==> src/rept_pkg.sv <==
// shared constants, register map and types for the rotary encoder position tracker
// used by every module in src; no dependencies of its own
`default_nettype none

package rept_pkg;

  // widths of the counting and filtering datapath and the edges per detent
  localparam int COUNT_WIDTH      = 16;
  localparam int FILTER_WIDTH     = 10;
  localparam int EDGES_PER_DETENT = 4;

  // field and register widths
  localparam int POS_WIDTH   = 16;
  localparam int STEP_WIDTH  = 15;
  localparam int ID_WIDTH    = 8;
  localparam int DATA_WIDTH  = 32;
  localparam int ADDR_WIDTH  = 5;
  localparam int IN_WIDTH    = 8;
  localparam int OUT_WIDTH   = 24;

  // register indexes on the configuration port (byte address is 4 * index)
  typedef enum logic [2:0] {
    REG_MIN_POSITION   = 3'd0,
    REG_MAX_POSITION   = 3'd1,
    REG_STEP_SIZE      = 3'd2,
    REG_WRAP_ENABLE    = 3'd3,
    REG_GLITCH_TICKS   = 3'd4,
    REG_ENCODER_ID     = 3'd5,
    REG_START_POSITION = 3'd6
  } reg_idx_t;

  // register reset values
  localparam logic signed [POS_WIDTH-1:0] MIN_POSITION_RST   = 16'sd0;
  localparam logic signed [POS_WIDTH-1:0] MAX_POSITION_RST   = 16'sd100;
  localparam logic [STEP_WIDTH-1:0]       STEP_SIZE_RST      = 15'd1;
  localparam logic                        WRAP_ENABLE_RST    = 1'b0;
  localparam logic [FILTER_WIDTH-1:0]     GLITCH_TICKS_RST   = '0;
  localparam logic [ID_WIDTH-1:0]         ENCODER_ID_RST     = '0;
  localparam logic signed [POS_WIDTH-1:0] START_POSITION_RST = 16'sd0;

  // filtered level of one pin before and after the current sample
  typedef struct packed {
    logic level_old;
    logic level_new;
  } pin_edge_t;

  // detent movement decided for the current sample
  typedef struct packed {
    logic move;
    logic up;
  } detent_move_t;

  // position limits and stepping controls
  typedef struct packed {
    logic signed [POS_WIDTH-1:0] min_pos;
    logic signed [POS_WIDTH-1:0] max_pos;
    logic [STEP_WIDTH-1:0]       step;
    logic                        wrap;
  } pos_cfg_t;

endpackage

`default_nettype wire

==> src/rept_glitch_filter.sv <==
// glitch filter for one encoder pin: a new level is taken once it has held long enough
// depends on rept_pkg
`default_nettype none

module rept_glitch_filter (
  input  wire logic                              clk,
  input  wire logic                              rst,
  input  wire logic                              en,
  input  wire logic                              sample,
  input  wire logic [rept_pkg::FILTER_WIDTH-1:0] glitch_ticks,
  output rept_pkg::pin_edge_t                    pin
);
  import rept_pkg::*;

  logic                    level;
  logic                    level_next;
  logic [FILTER_WIDTH-1:0] hold;
  logic [FILTER_WIDTH-1:0] hold_next;

  // hold count runs while the sample disagrees, saturating at all ones
  always_comb begin
    level_next = level;
    hold_next  = hold;
    if (sample == level) begin
      hold_next = '0;
    end else if (hold >= glitch_ticks) begin
      level_next = sample;
      hold_next  = '0;
    end else if (hold != '1) begin
      hold_next = hold + 1'b1;
    end
  end

  // pull-up idle level after reset
  always_ff @(posedge clk) begin
    if (rst) begin
      level <= 1'b1;
      hold  <= '0;
    end else if (en) begin
      level <= level_next;
      hold  <= hold_next;
    end
  end

  assign pin.level_old = level;
  assign pin.level_new = level_next;

endmodule

`default_nettype wire

==> src/rept_quad_counter.sv <==
// x4 quadrature edge counter with detent change detection
// depends on rept_pkg
`default_nettype none

module rept_quad_counter (
  input  wire logic           clk,
  input  wire logic           rst,
  input  wire logic           en,
  input  rept_pkg::pin_edge_t pin_a,
  input  rept_pkg::pin_edge_t pin_b,
  output rept_pkg::detent_move_t mv
);
  import rept_pkg::*;

  logic signed [COUNT_WIDTH-1:0] count;
  logic signed [COUNT_WIDTH-1:0] count_next;
  logic signed [COUNT_WIDTH-1:0] last_detents;
  logic signed [COUNT_WIDTH-1:0] detents;
  logic                          edge_a;
  logic                          edge_b;
  logic                          cnt_step;
  logic                          cnt_up;

  assign edge_a = pin_a.level_old != pin_a.level_new;
  assign edge_b = pin_b.level_old != pin_b.level_new;

  // direction from the moving channel and the other channel's level; both moving is ignored
  always_comb begin
    cnt_step = 1'b0;
    cnt_up   = 1'b0;
    if (edge_a && !edge_b) begin
      cnt_step = 1'b1;
      cnt_up   = pin_a.level_new ^ pin_b.level_old;
    end else if (edge_b && !edge_a) begin
      cnt_step = 1'b1;
      cnt_up   = ~(pin_b.level_new ^ pin_a.level_old);
    end
  end

  // count wraps at its width
  always_comb begin
    count_next = count;
    if (cnt_step) begin
      count_next = cnt_up ? count + 1'b1 : count - 1'b1;
    end
  end

  // truncating signed division by a power of two
  assign detents = COUNT_WIDTH'(count_next / EDGES_PER_DETENT);

  assign mv.move = detents != last_detents;
  assign mv.up   = detents > last_detents;

  always_ff @(posedge clk) begin
    if (rst) begin
      count        <= '0;
      last_detents <= '0;
    end else if (en) begin
      count        <= count_next;
      last_detents <= detents;
    end
  end

endmodule

`default_nettype wire

==> src/rept_position.sv <==
// position register: load or one step per detent change, wrapping or clamping at limits
// depends on rept_pkg
`default_nettype none

module rept_position (
  input  wire logic                                clk,
  input  wire logic                                rst,
  input  wire logic                                en,
  input  rept_pkg::detent_move_t                   mv,
  input  rept_pkg::pos_cfg_t                       cfg,
  input  wire logic                                load,
  input  wire logic signed [rept_pkg::POS_WIDTH-1:0] load_value,
  output logic signed [rept_pkg::POS_WIDTH-1:0]    position_next
);
  import rept_pkg::*;

  logic signed [POS_WIDTH-1:0] position;
  logic signed [POS_WIDTH:0]   step_ext;
  logic signed [POS_WIDTH:0]   sum;
  logic signed [POS_WIDTH:0]   min_ext;
  logic signed [POS_WIDTH:0]   max_ext;

  // one guard bit keeps the sum exact before limiting
  assign step_ext = $signed({2'b00, cfg.step});
  assign sum      = mv.up ? {position[POS_WIDTH-1], position} + step_ext
                          : {position[POS_WIDTH-1], position} - step_ext;
  assign min_ext  = {cfg.min_pos[POS_WIDTH-1], cfg.min_pos};
  assign max_ext  = {cfg.max_pos[POS_WIDTH-1], cfg.max_pos};

  // wrap checks the upper limit first, clamp the lower
  always_comb begin
    position_next = sum[POS_WIDTH-1:0];
    if (cfg.wrap) begin
      if (sum > max_ext) begin
        position_next = cfg.min_pos;
      end else if (sum < min_ext) begin
        position_next = cfg.max_pos;
      end
    end else begin
      if (sum < min_ext) begin
        position_next = cfg.min_pos;
      end else if (sum > max_ext) begin
        position_next = cfg.max_pos;
      end
    end
  end

  always_ff @(posedge clk) begin
    if (rst) begin
      position <= START_POSITION_RST;
    end else if (load) begin
      position <= load_value;
    end else if (en && mv.move) begin
      position <= position_next;
    end
  end

endmodule

`default_nettype wire

==> src/rotary_encoder_position_tracker_unit.sv <==
// Rotary encoder position tracker.
// Input stream: one beat per pin sample, s_axis_tdata[0] is channel A, [1] is channel B.
// Each pin is glitch filtered, filtered edges drive an x4 quadrature counter, and each
// change of the detent value (count divided by four, toward zero) steps the position by
// step_size, wrapping or clamping at the configured limits.
// Output stream: one beat per detent change, position in [15:0], encoder id in [23:16];
// samples without a detent change produce no beat.
// The result beat is valid in the cycle after the sample beat is accepted.
// Throughput: one sample per cycle unless the receiver stalls, set by the single output
// register; the filter, counter and position logic all finish within that cycle.
// When the receiver stalls with a beat waiting, s_axis_tready drops until it is taken.
// Reset (rst, synchronous) loads the register defaults, sets both filtered pins high,
// clears the counters and sets the position to start_position.
// Configuration over the APB port, registers at 4 * index; writing start_position also
// loads the position. Write registers only while the stream is idle.
// depends on rept_pkg, rept_glitch_filter, rept_quad_counter, rept_position
`default_nettype none

module rotary_encoder_position_tracker_unit (
  input  wire logic                                clk,
  input  wire logic                                rst,
  // sample stream: [0] clk_level, [1] dt_level
  input  wire logic                                s_axis_tvalid,
  output logic                                     s_axis_tready,
  input  wire logic [rept_pkg::IN_WIDTH-1:0]       s_axis_tdata,
  // result stream: [15:0] position_out, [23:16] id_out
  output logic                                     m_axis_tvalid,
  input  wire logic                                m_axis_tready,
  output logic [rept_pkg::OUT_WIDTH-1:0]           m_axis_tdata,
  // configuration port
  input  wire logic                                psel,
  input  wire logic                                penable,
  input  wire logic                                pwrite,
  input  wire logic [rept_pkg::ADDR_WIDTH-1:0]     paddr,
  input  wire logic [rept_pkg::DATA_WIDTH-1:0]     pwdata,
  output logic [rept_pkg::DATA_WIDTH-1:0]          prdata,
  output logic                                     pready
);
  import rept_pkg::*;

  logic signed [POS_WIDTH-1:0] min_position;
  logic signed [POS_WIDTH-1:0] max_position;
  logic [STEP_WIDTH-1:0]       step_size;
  logic                        wrap_enable;
  logic [FILTER_WIDTH-1:0]     glitch_ticks;
  logic [ID_WIDTH-1:0]         encoder_id;
  logic signed [POS_WIDTH-1:0] start_position;

  logic         cfg_wr;
  reg_idx_t     cfg_idx;
  logic         start_load;
  logic         beat_in;
  pin_edge_t    pin_a;
  pin_edge_t    pin_b;
  detent_move_t mv;
  pos_cfg_t     pos_cfg;
  logic signed [POS_WIDTH-1:0] position_next;

  // configuration port
  assign pready     = 1'b1;
  assign cfg_wr     = psel && penable && pwrite && pready;
  assign cfg_idx    = reg_idx_t'(paddr[ADDR_WIDTH-1:2]);
  assign start_load = cfg_wr && (cfg_idx == REG_START_POSITION);

  always_ff @(posedge clk) begin
    if (rst) begin
      min_position   <= MIN_POSITION_RST;
      max_position   <= MAX_POSITION_RST;
      step_size      <= STEP_SIZE_RST;
      wrap_enable    <= WRAP_ENABLE_RST;
      glitch_ticks   <= GLITCH_TICKS_RST;
      encoder_id     <= ENCODER_ID_RST;
      start_position <= START_POSITION_RST;
    end else if (cfg_wr) begin
      unique case (cfg_idx)
        REG_MIN_POSITION:   min_position   <= pwdata[POS_WIDTH-1:0];
        REG_MAX_POSITION:   max_position   <= pwdata[POS_WIDTH-1:0];
        REG_STEP_SIZE:      step_size      <= pwdata[STEP_WIDTH-1:0];
        REG_WRAP_ENABLE:    wrap_enable    <= pwdata[0];
        REG_GLITCH_TICKS:   glitch_ticks   <= pwdata[FILTER_WIDTH-1:0];
        REG_ENCODER_ID:     encoder_id     <= pwdata[ID_WIDTH-1:0];
        REG_START_POSITION: start_position <= pwdata[POS_WIDTH-1:0];
        default: ;
      endcase
    end
  end

  // register read back
  always_comb begin
    prdata = '0;
    unique case (cfg_idx)
      REG_MIN_POSITION:   prdata = DATA_WIDTH'(unsigned'(min_position));
      REG_MAX_POSITION:   prdata = DATA_WIDTH'(unsigned'(max_position));
      REG_STEP_SIZE:      prdata = DATA_WIDTH'(step_size);
      REG_WRAP_ENABLE:    prdata = DATA_WIDTH'(wrap_enable);
      REG_GLITCH_TICKS:   prdata = DATA_WIDTH'(glitch_ticks);
      REG_ENCODER_ID:     prdata = DATA_WIDTH'(encoder_id);
      REG_START_POSITION: prdata = DATA_WIDTH'(unsigned'(start_position));
      default:            prdata = '0;
    endcase
  end

  // a sample beat is taken whenever the output register is free or being emptied
  assign s_axis_tready = !m_axis_tvalid || m_axis_tready;
  assign beat_in       = s_axis_tvalid && s_axis_tready;

  rept_glitch_filter u_filt_a (
    .clk          (clk),
    .rst          (rst),
    .en           (beat_in),
    .sample       (s_axis_tdata[0]),
    .glitch_ticks (glitch_ticks),
    .pin          (pin_a)
  );

  rept_glitch_filter u_filt_b (
    .clk          (clk),
    .rst          (rst),
    .en           (beat_in),
    .sample       (s_axis_tdata[1]),
    .glitch_ticks (glitch_ticks),
    .pin          (pin_b)
  );

  rept_quad_counter u_counter (
    .clk   (clk),
    .rst   (rst),
    .en    (beat_in),
    .pin_a (pin_a),
    .pin_b (pin_b),
    .mv    (mv)
  );

  assign pos_cfg.min_pos = min_position;
  assign pos_cfg.max_pos = max_position;
  assign pos_cfg.step    = step_size;
  assign pos_cfg.wrap    = wrap_enable;

  rept_position u_position (
    .clk           (clk),
    .rst           (rst),
    .en            (beat_in),
    .mv            (mv),
    .cfg           (pos_cfg),
    .load          (start_load),
    .load_value    (pwdata[POS_WIDTH-1:0]),
    .position_next (position_next)
  );

  // output register
  always_ff @(posedge clk) begin
    if (rst) begin
      m_axis_tvalid <= 1'b0;
    end else if (beat_in) begin
      m_axis_tvalid <= mv.move;
    end else if (m_axis_tready) begin
      m_axis_tvalid <= 1'b0;
    end
  end

  always_ff @(posedge clk) begin
    if (beat_in && mv.move) begin
      m_axis_tdata <= {encoder_id, position_next};
    end
  end

endmodule

`default_nettype wire
==> config.mk <==
export PLATFORM = sky130hd
export DESIGN_NAME = rotary_encoder_position_tracker_unit
export DESIGN_NICKNAME = d
export VERILOG_FILES = /design/src/rept_pkg.sv /design/src/rept_glitch_filter.sv /design/src/rept_quad_counter.sv /design/src/rept_position.sv /design/src/rotary_encoder_position_tracker_unit.sv
export SDC_FILE = /design/constraint.sdc
export NUM_CORES = 1
export LEC_CHECK = 0
export BUFFER_PORTS_ARGS = -buffer_cell sky130_fd_sc_hd__buf_2
export CORE_ASPECT_RATIO = 1.25
export CORE_UTILIZATION = 55
export CTS_CLUSTER_SIZE = 24
export DETAILED_ROUTE_END_ITERATION = 6
export HOLD_SLACK_MARGIN = 0.05
export PLACE_DENSITY = 0.8
export SLEW_MARGIN = 25
export SYNTH_ARGS = -nofsm -noshare
export SYNTH_HDL_FRONTEND = slang
export SYNTH_SLANG_ARGS = --single-unit
==> constraint.sdc <==
create_clock -name clk -period 11.1 [get_ports clk]
set_clock_uncertainty 0.05 [all_clocks]
set_input_delay 0.555 -clock clk [delete_from_list [all_inputs] [get_ports clk]]
set_output_delay 0.555 -clock clk [all_outputs]
set_load 0.005 [all_outputs]
==> impl_metrics.env <==
export IMPL_status="finished, violations left"
export IMPL_violations="setup timing"
export IMPL_syn_area_mm2=0.0117
export IMPL_core_area_mm2=0.0209
export IMPL_hold_buffers=0
export IMPL_vias=12298
export IMPL_htreeDepth=4
export IMPL_synth_commonest_cells="nand2_1, dfxtp_1, nor2_1"
export IMPL_start_util_pct=56.2
export IMPL_cts_buffers=17
export IMPL_synthArstFlopShare_pct=0
export IMPL_synth_area_leaders="dfxtp_1, ha_1, nand2_1, edfxtp_1, a21oi_1"
export IMPL_tritoncts="built"
export IMPL_seq_area_frac_synth_pct=32.2
export IMPL_die_y_um=165
export IMPL_grt_overflow=0
export IMPL_drt_iter0_drc=893
export IMPL_die_w_um=133
export IMPL_synth_most_common_cell="nand2_1"
export IMPL_finalWirelength_um=39000
export IMPL_drt_first_pass_iters=6
export IMPL_worst_slack_ns=-0.234
export IMPL_avgSynthCellArea_um2=7.88
export IMPL_antenna_cells=0
export IMPL_grt_max_degree=83
export IMPL_viasPerCell=6.25
export IMPL_synth_main_ff_cell="dfxtp_1"
export IMPL_hold_viol=0
export IMPL_fin_crit_sh_pct=102
export IMPL_crit_buf_inv=8
export IMPL_worstPathMaxFanout=7
export IMPL_min_path_type="input pin to flip-flop"
export IMPL_critPathLaunchType="flip-flop"
export IMPL_crit_path_end_kind="flip-flop"
export IMPL_grt_pass1_vias=11483
export IMPL_critPathKind="flip-flop to flip-flop"
export IMPL_wl_per_cell_um=19.8
export IMPL_grt_setup_unrepaired="true"
export IMPL_dpl_hpwl_um=25500
export IMPL_worstMarginPinSlew_ns=0.932
export IMPL_clock_latency_ns=0.44
export IMPL_ys_warn_count=0
export IMPL_crit_path_top_delay_cell="o41ai_4"
export IMPL_arrival_ns=11.50
export IMPL_clock_path_buffers=2
export IMPL_cts_root_buf="clkbuf_16"
export IMPL_fmax_mhz=88.2
export IMPL_drive_gt1_share_pct=26.4
export IMPL_finalSetupTns_ns=-3.34
export IMPL_ioPinCount=111
export IMPL_grt_total_usage_pct=32.7
export IMPL_clock_sinks=177
export IMPL_synth_seq_cells=177
export IMPL_synth_largest_area_cell="dfxtp_1"
export IMPL_yosysTopAreaCellShare_pct=26.1
export IMPL_dp_slack_ns=-0.691
export IMPL_synth_cells=1491
export IMPL_antenna_found_initial=1
export IMPL_slew_headroom_pct=37.9
export IMPL_drc=0
export IMPL_io_buffers=69
export IMPL_grt_first_pass_wirelength_um=56600
export IMPL_syn_to_final_growth_pct=27.9
export IMPL_yosysUniqueCellTypes=84
export IMPL_dpl_cell_area_mm2=0.0132
export IMPL_crit_required_ns=11.27
export IMPL_fin_area_mm2=0.0150
export IMPL_fin_crit_ns=11.33
export IMPL_report_final_slew_viol_count=0
export IMPL_ant_nets=0
export IMPL_clk_pin_slew_worst_paths_ns=0.08
export IMPL_setup_viol=24
export IMPL_gp_congestion=0.965
export IMPL_cap_violations=0
export IMPL_rows=59
export IMPL_path_delay_family="compound AO/OA/AOI/OAI gates"
export IMPL_nets=1828
export IMPL_synth_edf_count=24
export IMPL_die_area_mm2=0.0219
export IMPL_cp_slowest_stage_delay_ns=0.46
## path summary, 6_finish.rpt
path                                   from                        end  slack, ns  depth (start not counted)
setup reg to reg            glitch_ticks[3]           m_axis_tdata[13]      -0.23                         54
hold reg to reg   u_counter.last_detents[0]  u_counter.last_detents[0]       0.41                          2
hold / removal                   pwdata[12]           min_position[12]       0.35                          3
setup / recovery            glitch_ticks[3]           m_axis_tdata[13]      -0.23                         54
## layout make-up
cell class	instances	area [µm²]
clock buffers	19	443
clock inverters	13	110
fillers	1470	5870
inverters	89	337
multi-input cells	1151	8250
flip-flops and latches	177	3800
well taps	274	343
repair buffers	246	1740
## per-stage QoR
step | utilization [%] | std cells | hold WS [ns]
2_1_floorplan | - | 1506 | 0.379
3_3_place_gp | 63.1 | 1901 | 0.386
3_5_place_dp | 63.2 | 1901 | 0.396
4_1_cts | 67.9 | 1953 | 0.341
5_1_grt | 71.9 | 1969 | 0.354
6_report | 71.9 | 1969 | 0.349
## flip-flops by register name, summed over array words and instances (netlist names), 15 cells and up
name / count
u_counter.last_detents: 16
min_position: 16
m_axis_tdata: 24
max_position: 16
start_position: 16
u_counter.count: 16
u_position.position: 16
step_size: 15
## repair_timing
item | CTS | global route
hold endpoints to repair | 0 | 0
setup endpoints to repair | 32 | 32
pin swaps | 33 | 71
setup buffers | 20 | 17
resized for setup | 53 | 129
## per-layer routing
metal	GRT usage [%]	routed length (µm)	share of wire [%]
met5	0	11	0.028
met4	20.6	2520	6.5
met3	5.40	3130	8.0
met2	58.4	19200	49
met1	36.4	14100	36
## layout by cell type, fill, tap and decap left out, types with 11 or more instances in the layout
cell         n
nand2_1    227
buf_4      167
dfxtp_1    145
nor2_1     125
a21oi_1    124
inv_1       75
ha_1        69
buf_2       68
o21ai_0     41
nand3_1     39
nor3_1      36
mux2i_1     35
xnor2_1     31
xor2_1      26
edfxtp_1    24
nand4_1     23
ha_4        21
or3_1       19
conb_1      17
clkbuf_16   17
nor2b_1     13
o21a_1      12
a21o_1      12
nor2_2      11
## worst reg2reg max path, delay by kind of cell (launching register included)
family                   cells  cell delay (ns)
AND/OR/NAND/NOR             14             2.64
AO/OA/AOI/OAI               21             4.63
flip-flops                   1             0.34
adder cells (fa/ha/maj)      7             1.86
XOR/XNOR                     4             0.65
buffers and inverters        8             0.95
## cell families (layout without fill, tap and decap cells)
group,count (synthesis),count (layout),synth area share [%]
AND/OR/NAND/NOR,586,586,23.6
AO/OA/AOI/OAI,350,350,19.4
buffers and inverters,178,367,6.37
flip-flops,177,177,32.2
adder cells (fa/ha/maj),94,94,10.1
XOR/XNOR,68,68,5.07
multiplexers,36,36,3.17
other,2,17,0.0639
Power is not shown: default switching activity piles up to over one toggle a cycle in this logic, so the estimate is an artifact.
